[config.mk]
export PLATFORM = sky130hd
export DESIGN_NAME = csvt_core_flat
export DESIGN_NICKNAME = d
export VERILOG_FILES = /design/src/csvt_pkg.sv /design/src/csvt_if.sv /design/src/csvt_core.sv /design/src/flat_wrapper.sv
export SDC_FILE = /design/constraint.sdc
export NUM_CORES = 1
export LEC_CHECK = 0
export ABC_CLOCK_PERIOD_IN_PS = 3500
export BUFFER_PORTS_ARGS = -buffer_cell sky130_fd_sc_hd__buf_2
export CAP_MARGIN = 10
export CORE_MARGIN = 2
export CORE_UTILIZATION = 53
export CTS_CLUSTER_DIAMETER = 100
export CTS_CLUSTER_SIZE = 24
export DETAILED_ROUTE_END_ITERATION = 10
export GPL_ROUTABILITY_DRIVEN = 0
export PLACE_DENSITY = 0.76
export SKIP_LAST_GASP = 1
export SYNTH_ARGS = -nofsm -noshare
export SYNTH_HDL_FRONTEND = slang
export SYNTH_SLANG_ARGS = --single-unit
[constraint.sdc]
create_clock -name i_clk -period 3.5 [get_ports i_clk]
set_clock_uncertainty 0.1 [all_clocks]
set_input_delay 0.175 -clock i_clk [delete_from_list [all_inputs] [get_ports i_clk]]
set_output_delay 0.175 -clock i_clk [all_outputs]
set_load 0.02 [all_outputs]
[src/csvt_pkg.sv]
// ----------------------------------------------------------------------------
// csvt_pkg
// shared constants and types of the csv record tokenizer
// ----------------------------------------------------------------------------
package csvt_pkg;

    localparam int MAX_COLUMNS = 1024;
    localparam int COL_W       = 10;

    // highest column index reported, fields beyond it share it
    localparam logic [COL_W-1:0] COL_LIMIT =
        ((MAX_COLUMNS - 1) < 1023) ? COL_W'(MAX_COLUMNS - 1) : COL_W'(1023);

    localparam logic [7:0] CH_CR       = 8'h0D;
    localparam logic [7:0] CH_LF       = 8'h0A;
    localparam logic [7:0] CH_QUOTE    = 8'h22;
    localparam logic [7:0] DELIM_RESET = 8'd44;

    typedef enum logic [1:0] {
        KIND_BYTE   = 2'd0,
        KIND_FIELD  = 2'd1,
        KIND_RECORD = 2'd2
    } t_kind;

    typedef struct packed {
        t_kind            kind;
        logic [7:0]       out_byte;
        logic [COL_W-1:0] column;
    } t_result;

endpackage

[src/csvt_if.sv]
// ----------------------------------------------------------------------------
// csvt channel interfaces
// byte input, token output and delimiter write channels
// ----------------------------------------------------------------------------
interface csvt_in_if;
    logic       valid;
    logic       ready;
    logic [7:0] in_byte;
    logic       end_of_input;

    modport source (output valid, output in_byte, output end_of_input, input ready);
    modport sink   (input valid, input in_byte, input end_of_input, output ready);
endinterface


interface csvt_cfg_if;
    logic       valid;
    logic       ready;
    logic [7:0] delimiter;

    modport source (output valid, output delimiter, input ready);
    modport sink   (input valid, input delimiter, output ready);
endinterface

[src/csvt_core.sv]
// ----------------------------------------------------------------------------
// csvt_core
// input register, tokenizer state and the per-byte next-state logic
// ----------------------------------------------------------------------------
module csvt_core import csvt_pkg::*; (
    input  logic        i_clk,
    input  logic        i_rst_n,
    csvt_in_if.sink     i_in,
    csvt_cfg_if.sink    i_cfg,
    output logic        o_res_valid,
    input  logic        i_res_ready,
    output t_result     o_res
);

    logic             r_in_valid;
    logic [7:0]       r_in_byte;
    logic             r_in_eoi;

    logic [7:0]       r_delim;
    logic             r_quoted, n_quoted;
    logic             r_qseen,  n_qseen;
    logic             r_cr,     n_cr;
    logic             r_fresh,  n_fresh;
    logic             r_begun,  n_begun;
    logic [COL_W-1:0] r_field,  n_field;

    logic             emit;
    logic             advance;
    logic             plain;
    logic             fresh_now;

    always_comb begin
        n_quoted  = r_quoted;
        n_qseen   = r_qseen;
        n_cr      = r_cr;
        n_fresh   = r_fresh;
        n_begun   = r_begun;
        n_field   = r_field;
        emit      = 1'b0;
        plain     = 1'b0;
        fresh_now = r_fresh;
        o_res.kind     = KIND_BYTE;
        o_res.out_byte = r_in_byte;
        o_res.column   = r_field;

        if (r_in_eoi) begin
            n_cr = 1'b0;
            if (r_begun) begin
                emit = 1'b1;
                o_res.kind = KIND_RECORD;
            end
            n_quoted = 1'b0;
            n_qseen  = 1'b0;
            n_fresh  = 1'b1;
            n_begun  = 1'b0;
            n_field  = '0;
        end else if (!(r_cr && r_in_byte == CH_LF)) begin
            n_cr = 1'b0;
            if (r_quoted) begin
                if (r_qseen) begin
                    n_qseen = 1'b0;
                    if (r_in_byte == CH_QUOTE) begin
                        emit = 1'b1;
                    end else begin
                        // closing quote, the byte falls to the unquoted rules
                        n_quoted  = 1'b0;
                        n_fresh   = 1'b0;
                        fresh_now = 1'b0;
                        plain     = 1'b1;
                    end
                end else if (r_in_byte == CH_QUOTE) begin
                    n_qseen = 1'b1;
                end else begin
                    emit = 1'b1;
                end
            end else begin
                plain = 1'b1;
            end

            if (plain) begin
                if (r_in_byte == r_delim) begin
                    emit       = 1'b1;
                    o_res.kind = KIND_FIELD;
                    if (r_field < COL_LIMIT) begin
                        n_field = r_field + 1'b1;
                    end
                    n_fresh = 1'b1;
                    n_begun = 1'b1;
                end else if (r_in_byte == CH_CR || r_in_byte == CH_LF) begin
                    n_cr = (r_in_byte == CH_CR);
                    if (r_begun) begin
                        emit       = 1'b1;
                        o_res.kind = KIND_RECORD;
                        n_quoted   = 1'b0;
                        n_qseen    = 1'b0;
                        n_fresh    = 1'b1;
                        n_begun    = 1'b0;
                        n_field    = '0;
                    end
                end else if (r_in_byte == CH_QUOTE && fresh_now) begin
                    n_quoted = 1'b1;
                    n_fresh  = 1'b0;
                    n_begun  = 1'b1;
                end else begin
                    emit    = 1'b1;
                    n_fresh = 1'b0;
                    n_begun = 1'b1;
                end
            end
        end else begin
            // lf of a crlf pair
            n_cr = 1'b0;
        end

        if (o_res.kind != KIND_BYTE) begin
            o_res.out_byte = '0;
        end
    end

    assign o_res_valid = r_in_valid && emit;
    assign advance     = r_in_valid && (i_res_ready || !emit);
    assign i_in.ready  = !r_in_valid || advance;
    assign i_cfg.ready = 1'b1;

    always_ff @(posedge i_clk) begin
        if (!i_rst_n) begin
            r_in_valid <= 1'b0;
            r_delim    <= DELIM_RESET;
            r_quoted   <= 1'b0;
            r_qseen    <= 1'b0;
            r_cr       <= 1'b0;
            r_fresh    <= 1'b1;
            r_begun    <= 1'b0;
            r_field    <= '0;
        end else begin
            if (i_cfg.valid) begin
                r_delim <= i_cfg.delimiter;
            end
            if (i_in.ready) begin
                r_in_valid <= i_in.valid;
            end
            if (advance) begin
                r_quoted <= n_quoted;
                r_qseen  <= n_qseen;
                r_cr     <= n_cr;
                r_fresh  <= n_fresh;
                r_begun  <= n_begun;
                r_field  <= n_field;
            end
        end
    end

    always_ff @(posedge i_clk) begin
        if (i_in.valid && i_in.ready) begin
            r_in_byte <= i_in.in_byte;
            r_in_eoi  <= i_in.end_of_input;
        end
    end

endmodule

[src/flat_wrapper.sv]
// flat-port wrapper written by rule: the top's interface ports become plain ports
module csvt_core_flat import csvt_pkg::*;
  (i_clk, i_rst_n, o_res_valid, i_res_ready, o_res, i_in_valid, i_in_in_byte, i_in_end_of_input, i_in_ready, i_cfg_valid, i_cfg_delimiter, i_cfg_ready);
  csvt_in_if i_in_i ();
  csvt_cfg_if i_cfg_i ();
  input  logic i_clk;
  input  logic i_rst_n;
  output logic o_res_valid;
  input  logic i_res_ready;
  output t_result o_res;
  input wire logic [$bits(i_in_i.valid)-1:0] i_in_valid;
  input wire logic [$bits(i_in_i.in_byte)-1:0] i_in_in_byte;
  input wire logic [$bits(i_in_i.end_of_input)-1:0] i_in_end_of_input;
  output wire logic [$bits(i_in_i.ready)-1:0] i_in_ready;
  input wire logic [$bits(i_cfg_i.valid)-1:0] i_cfg_valid;
  input wire logic [$bits(i_cfg_i.delimiter)-1:0] i_cfg_delimiter;
  output wire logic [$bits(i_cfg_i.ready)-1:0] i_cfg_ready;
  assign i_in_i.valid = i_in_valid;
  assign i_in_i.in_byte = i_in_in_byte;
  assign i_in_i.end_of_input = i_in_end_of_input;
  assign i_in_ready = i_in_i.ready;
  assign i_cfg_i.valid = i_cfg_valid;
  assign i_cfg_i.delimiter = i_cfg_delimiter;
  assign i_cfg_ready = i_cfg_i.ready;
  csvt_core u_core (.i_clk(i_clk), .i_rst_n(i_rst_n), .i_in(i_in_i), .i_cfg(i_cfg_i), .o_res_valid(o_res_valid), .i_res_ready(i_res_ready), .o_res(o_res));
endmodule
==> results of run 1 <==
-- cell usage in the layout (no fill, tap or decap), drive strengths merged, types with 2 or more instances in the layout --
cell          n
a211oi        2
and3b         2
edfxtp        9
a31oi         8
o211ai        6
nor3          4
nand3         4
mux2i        10
ha            3
o21ai         5
dfxtp        24
nand2        16
a22oi         3
and2          9
and3          7
inv          10
nor2          8
or3           2
or4           2
clkbuf        5
xnor2         8
o41ai         2
buf          45
a21oi        10
dlygate4sd3  17
nor2b         9
clkinv        3
and4          3
or2b          5
nand4         5
-- worst max-delay path, cell delays in order, from the launching register on --
cell and delay (ns):
edfxtp_1 0.50, nor3b_2 0.36, and3_1 0.26, inv_1 0.05, ha_1 0.20, nor2b_2 0.25
or3_4 0.21, o21ai_0 0.11, a21oi_2 0.27, and2_1 0.17, buf_2 0.16
-- through the flow --
stage	area (um^2)	hold WS (ns)	setup slack [ns]
2_1_floorplan	1820	0.174	0.782
3_3_place_gp	2080	0.251	0.420
3_5_place_dp	2080	0.253	0.353
4_1_cts	2310	0.00955	0.131
5_1_grt	2320	0.0492	0.102
6_report	2320	0.0148	0.338
-- cell usage after synthesis (all sizes together) (2+ instances only) --
| library cell | n |
|---|---|
| o21ai | 5 |
| or2b | 5 |
| or3 | 2 |
| mux2i | 10 |
| dfxtp | 24 |
| nor2 | 8 |
| a22oi | 3 |
| nor3 | 4 |
| nand3 | 4 |
| buf | 2 |
| nor2b | 9 |
| and4 | 3 |
| or4 | 2 |
| clkbuf | 3 |
| o211ai | 6 |
| xnor2 | 8 |
| nand4 | 5 |
| inv | 10 |
| a31oi | 8 |
| nand2 | 16 |
| and3 | 7 |
| ha | 3 |
| and3b | 2 |
| a21oi | 10 |
| and2 | 9 |
| a211oi | 2 |
| edfxtp | 9 |
| o41ai | 2 |
-- repair_timing --
item | CTS | global route
setup endpoints to repair | 8 | 8
hold endpoints to repair | 17 | 0
hold buffers | 17 | 0
gates resized for setup | 1 | 2
-- logic make-up after synthesis --
kind of cell             count (synthesis)  share of synthesized area (%)
AND/OR/NAND/NOR                         80                           25.9
AO/OA/AOI/OAI                           45                           17.9
flip-flops                              33                           41.2
buffers and inverters                   15                           3.37
multiplexers                            10                           5.50
XOR/XNOR                                 8                           3.85
adder cells (fa/ha/maj)                  3                           2.06
other                                    1                          0.206
-- sequential cells by signal, indices dropped and copies added, names as in the netlist --
signal / count
u_core.r_begun: 1
u_core.r_in_byte: 8
u_core.r_quoted: 1
u_core.r_fresh: 1
u_core.r_cr: 1
u_core.r_in_eoi: 1
u_core.r_field: 10
u_core.r_in_valid: 1
u_core.r_delim: 8
u_core.r_qseen: 1
-- worst paths after layout --
| kind | startpoint | end | slack (ns) | cells after the start |
|---|---|---|---|---|
| max | u_core.r_in_byte[0]$_DFFE_PP_ | o_res[12] | 0.34 | 10 |
| min reg2reg | u_core.r_cr$_SDFFE_PN0P_ | u_core.r_cr$_SDFFE_PN0P_ | 0.37 | 2 |
| min | i_cfg_delimiter[4] | u_core.r_delim[4]$_SDFFE_PN0P_ | 0.01 | 3 |
| max reg2reg | u_core.r_in_byte[0]$_DFFE_PP_ | u_core.r_field[2]$_SDFFE_PN0P_ | 0.61 | 9 |
-- power by group through the flow --
stage | Combinational, mW | Sequential (mW) | Clock (mW)
finish | 0.113 | 0.422 | 0.206
global route | 0.122 | 0.423 | 0.233
CTS | 0.111 | 0.421 | 0.212
detailed placement | 0.0964 | 0.429 | 0
global placement | 0.0951 | 0.429 | 0
floorplan | 0.0695 | 0.424 | 0
-- area by class of cell --
type	instances	area [um^2]	share of cell area, %
Multi-Input combinational cell	147	1020	43.9
Sequential cell	33	751	32.3
Timing Repair Buffer	62	400	17.3
Tap cell	46	57.6	2.48
Clock buffer	5	37.5	1.62
Inverter	10	37.5	1.62
Clock inverter	3	17.5	0.755
-- per-layer routing --
metal,global-route usage (%),vias up
met3,6.67,5
met5,0,-
li1,-,846
met1,32.1,748
met4,6.39,0
met2,35.8,51
==> reports/summary.md, run 1 <==
GRT
- vias in the first global route: 1558
- number of antenna violations at the first check in global routing: 0
- maximum number of pins on one net before global-route repair: 22
- wire length of the first global-routing pass: 7240 um
- aggregate global routing overflow: 0
- Overall Global Routing Usage: 23.3%

Synthesis
- count of warnings emitted by yosys: 0
- most area-hungry cell type in the Yosys netlist: dfxtp_1
- Post-Syn Instances: 195
- mapped cell area: 1820 um^2
- FFs w/ async S/R, synth: 0%
- number of enable-type register cells in the synthesized netlist: 9
- syn nets: 220
- number of register bits inferred by synthesis: 33
- top cell type's share of synthesized area: 26.4%
- Avg Synthesized Cell Area: 9.34 um^2
- dominant register cell in the synthesized netlist: dfxtp_1
- share of the yosys chip area belonging to registers: 41.2%
- top cells by area in the synthesized netlist: dfxtp_1 26%, edfxtp_1 15%, mux2i_1 5.5%
- Yosys cell types: 47

Critical path
- Worst EP arrival: 2.89 ns
- Worst Setup End Kind: output port
- highest net fanout along the worst path: 8
- critical setup path kind: reg2out
- CP startpoint kind: flop
- CP Data Required Time: 3.22 ns

Power
- part of the total power dissipated in the clock network: 27.8%
- combinational share of power: 15.2%
- standby leakage power: 0.963 nW
- Peak supply drop: 0.000271 V
- Internal Pwr Total: 538 uW
- net switching power: 202 uW
- Net Sw Frac: 27.2%
- Design Power: 740 uW
- Pwr per Cell Area: 319 nW/um^2
- sequential share of power: 57.0%

Timing
- Tightest Pin Transition: 0.748 ns
- slew margin rel.: 49.6%
- final setup violation count: 0
- Hold Vio Cnt, Final: 0
- Total Negative Setup Slacks: 0 ns
- unrepaired setup endpoints after global routing: no
- shortest period the worst path allows: 3.16 ns
- final worst-path cycle share: 90.3%
- total count of max-transition violations in the final report: 0
- peak clock frequency supported by timing: 316 MHz

Drt
- Avg Vias per Cell: 5.39
- total routed wirelength: 4270 um
- total via count after detailed routing: 1650
- routed wire length on met2: 2000 um
- total iterations of the first detailed-routing run: 4
- 1st-iter DRT viols: 81
- drt wl/cell: 14.0 um
- Met3 Routed Length: 240 um
- Antenna Nets Post-Route: 0
- met1 wire length: 1990 um
- # DRC: 0
- top metal layer carrying routed signals: met4

Place
- detailed-placement wirelength estimate: 2940 um
- IO buf count: 43
- cell count after placement: 281

Die
- number of top-level pins: 45
- row cnt: 21
- initial standard-cell utilization of the core: 55.0%
- Core Area: 3310 um^2
- overall die height: 62.6 um
- area enclosed by the die boundary: 3920 um^2
- Horiz. Die Dim: 62.6 um

Cells and area
- share of layout cells above drive strength 1: 24.6%
- antenna diode instance count: 0
- number of standard cells in the layout, taps in and fillers out: 306
- number of fill cells in the layout: 297
- utilization after layout: 70.1%
- Synth-to-Final Area Change: 27.5%
- nets@finish: 284

Clock tree
- deepest level of the CTS H-tree: 2
- clock-pin slew of the registers on the worst-case setup and hold paths: 0.10 ns
- clock buffer count from CTS: 5
- CTS sink count: 33
- Clk Latency, worst-skew pair: 0.34 ns
- CTS tree: built
- Max Root-Sink Buffers: 2
- post-CTS repair timing setup buffer count: 0
- clk root buf: clkbuf_4

Status
- result of the run: complete, no violations

Worst hold path
- class of the most critical hold timing path: in2reg

Flow run
- number of violations of the max-capacitance limit: 0

Note: power is estimated with default switching activity, not from simulation.
==> run 2, diff against run 1 <==
- CORE_UTILIZATION: 53 -> 55
- CTS_BUF_LIST: not set -> sky130_fd_sc_hd__clkbuf_4 sky130_fd_sc_hd__clkbuf_8
- PLACE_DENSITY: 0.76 -> 0.79
==> reports/summary.md, run 2 (same netlist as run 1, synthesis figures left out) <==
Status
- result of the run: complete, no violations

GRT
- aggregate global routing overflow: 0, unchanged
- vias in the first global route: 1574, +1.0%
- maximum number of pins on one net before global-route repair: 22, unchanged
- Overall Global Routing Usage: 26.4%, +3.1 points
- number of antenna violations at the first check in global routing: 0, unchanged
- wire length of the first global-routing pass: 7180 um, -0.77%

Cells and area
- top flop regs: u_core.r_field x10, u_core.r_delim x8, u_core.r_in_byte x8
- register with the highest flop count: u_core.r_field
- number of fill cells in the layout: 268, -9.8%
- most frequent standard cell in the layout excluding fill and tap cells: buf_2
- most frequent cells in the layout: 43 x buf_2, 24 x dfxtp_1, 16 x nand2_1, 16 x dlygate4sd3_1
- share of layout cells above drive strength 1: 24.7%, +0.095 points
- nets@finish: 283, -0.35%
- number of flip-flops in the largest register: 10, unchanged
- antenna diode instance count: 0, unchanged
- Synth-to-Final Area Change: 28.0%

Drt
- Avg Vias per Cell: 5.54, +2.7%
- 1st-iter DRT viols: 78, -3.7%
- Antenna Nets Post-Route: 0, unchanged
- # DRC: 0, unchanged
- total routed wirelength: 4470 um, +4.6%
- drt wl/cell: 14.7 um, +5.6%
- total via count after detailed routing: 1678, +1.7%
- total iterations of the first detailed-routing run: 4, unchanged

Timing
- total count of max-transition violations in the final report: 0, unchanged
- shortest period the worst path allows: 3.26 ns, +0.0990 ns
- final setup violation count: 0, unchanged
- Tightest Pin Transition: 0.758 ns, +0.00968 ns
- unrepaired setup endpoints after global routing: no
- slew margin rel.: 48.9%, -0.65 points
- peak clock frequency supported by timing: 307 MHz, -3.0%
- Hold Vio Cnt, Final: 0, unchanged
- Total Negative Setup Slacks: 0 ns, unchanged
- final worst-path cycle share: 93.2%, +2.8 points

Critical path
- register-to-register setup slack: 0.56 ns, -0.05 ns
- critical setup path kind: reg2out
- Worst Setup End Kind: output port
- critical path, cell by cell: nor3b_2, and3_1, inv_1, ha_1, nor2b_1, or3_4, o21ai_0, a21oi_2, and2_1, buf_2
- slowest cell on the critical path: edfxtp_1
- Worst EP arrival: 2.99 ns, +0.10 ns
- CP Data Required Time: 3.22 ns, about the same
- highest net fanout along the worst path: 8, unchanged
- CP startpoint kind: flop
- maximum single-stage delay on the critical path: 0.49 ns, about the same

Clock tree
- Clk Latency, worst-skew pair: 0.34 ns, about the same
- clock-pin slew of the registers on the worst-case setup and hold paths: 0.12 ns, +0.02 ns
- Max Root-Sink Buffers: 2, unchanged
- CTS tree: built
- clk root buf: clkbuf_4
- clock buffer count from CTS: 5, unchanged
- deepest level of the CTS H-tree: 2, unchanged
- CTS sink count: 33, unchanged

Die
- Horiz. Die Dim: 61.5 um, -1.7%
- number of top-level pins: 45, unchanged
- area enclosed by the die boundary: 3790 um^2, -3.4%
- row cnt: 20, -4.8%
- overall die height: 61.5 um, -1.7%
- initial standard-cell utilization of the core: 58.7%, +3.7 points
- Core Area: 3100 um^2, -6.3%

Flow run
- number of violations of the max-capacitance limit: 0, unchanged

Power
- Pwr per Cell Area: 353 nW/um^2, +11%
- standby leakage power: 0.972 nW, +0.93%
- Design Power: 823 uW, +11%
- Peak supply drop: 0.000263 V, -2.7%

Place
- detailed-placement wirelength estimate: 2990 um, +1.6%
- IO buf count: 43, unchanged

Worst hold path
- class of the most critical hold timing path: in2reg

## run 2: metrics by stage
stage / utilization (%) / cells / instance area (um^2) / setup WS (ns) / hold WS (ns)
2_1_floorplan: - / 195 / 1820 / 0.782 / 0.174
3_3_place_gp: 67.1 / 279 / 2080 / 0.396 / 0.251
3_5_place_dp: 67.1 / 279 / 2080 / 0.419 / 0.253
4_1_cts: 74.8 / 303 / 2320 / 0.0200 / 0.00182
5_1_grt: 75.1 / 303 / 2330 / 0.0168 / 0.00763
6_report: 75.1 / 303 / 2330 / 0.239 / 0.00507
## run 2: worst paths after layout
check | to | start | cells past startpoint
setup / recovery | o_res[10] | u_core.r_in_byte[0]$_DFFE_PP_ | 10
hold / removal | u_core.r_delim[0]$_SDFFE_PN0P_ | i_cfg_delimiter[0] | 3
hold reg to reg | u_core.r_field[5]$_SDFFE_PN0P_ | u_core.r_field[5]$_SDFFE_PN0P_ | 1
setup reg to reg | u_core.r_field[4]$_SDFFE_PN0P_ | u_core.r_in_byte[0]$_DFFE_PP_ | 9
## run 2: area by class of cell
class | count | area, um^2 | share of cell area [%]
sequential | 33 | 751 | 32.2
clock buffer | 6 | 45.0 | 1.93
tap | 44 | 55.1 | 2.36
multi-input combinational | 147 | 1020 | 43.6
timing repair buffer | 61 | 390 | 16.7
clock inverter | 2 | 35.0 | 1.50
inverter | 10 | 37.5 | 1.61
## run 2: worst max-delay path, delay by kind of cell (launching register included)
kind	cells	cell delay, ns
and+or+nand+nor	5	1.36
DFF	1	0.49
AOI/OAI and AO/OA	2	0.40
buffers and inverters	2	0.22
adders and majority gates	1	0.18
## run 2: timing repair
item / 4_1_cts / 5_1_grt
endpoints found under the hold margin: 16 / 0
gates resized for setup: 0 / 2
endpoints found under the setup margin: 0 / 9
hold buffers: 16 / 0
setup buffers: 0 / 0
## run 2: layer usage
layer	vias to the layer above	global-route usage (%)	part of all wire [%]
met5	-	0	0
met4	0	10.3	1.2
met3	8	8.19	5.8
met2	57	41.2	48
met1	769	34.2	45
li1	844	-	-
## run 2: where the power goes
part | switching (mW) | internal (mW) | leakage (nW) | total (mW)
combinational | 0.0571 | 0.0550 | 0.643 | 0.112
clock | 0.131 | 0.158 | 0.0456 | 0.289
sequential | 0.0153 | 0.407 | 0.283 | 0.422
total | 0.203 | 0.619 | 0.972 | 0.823
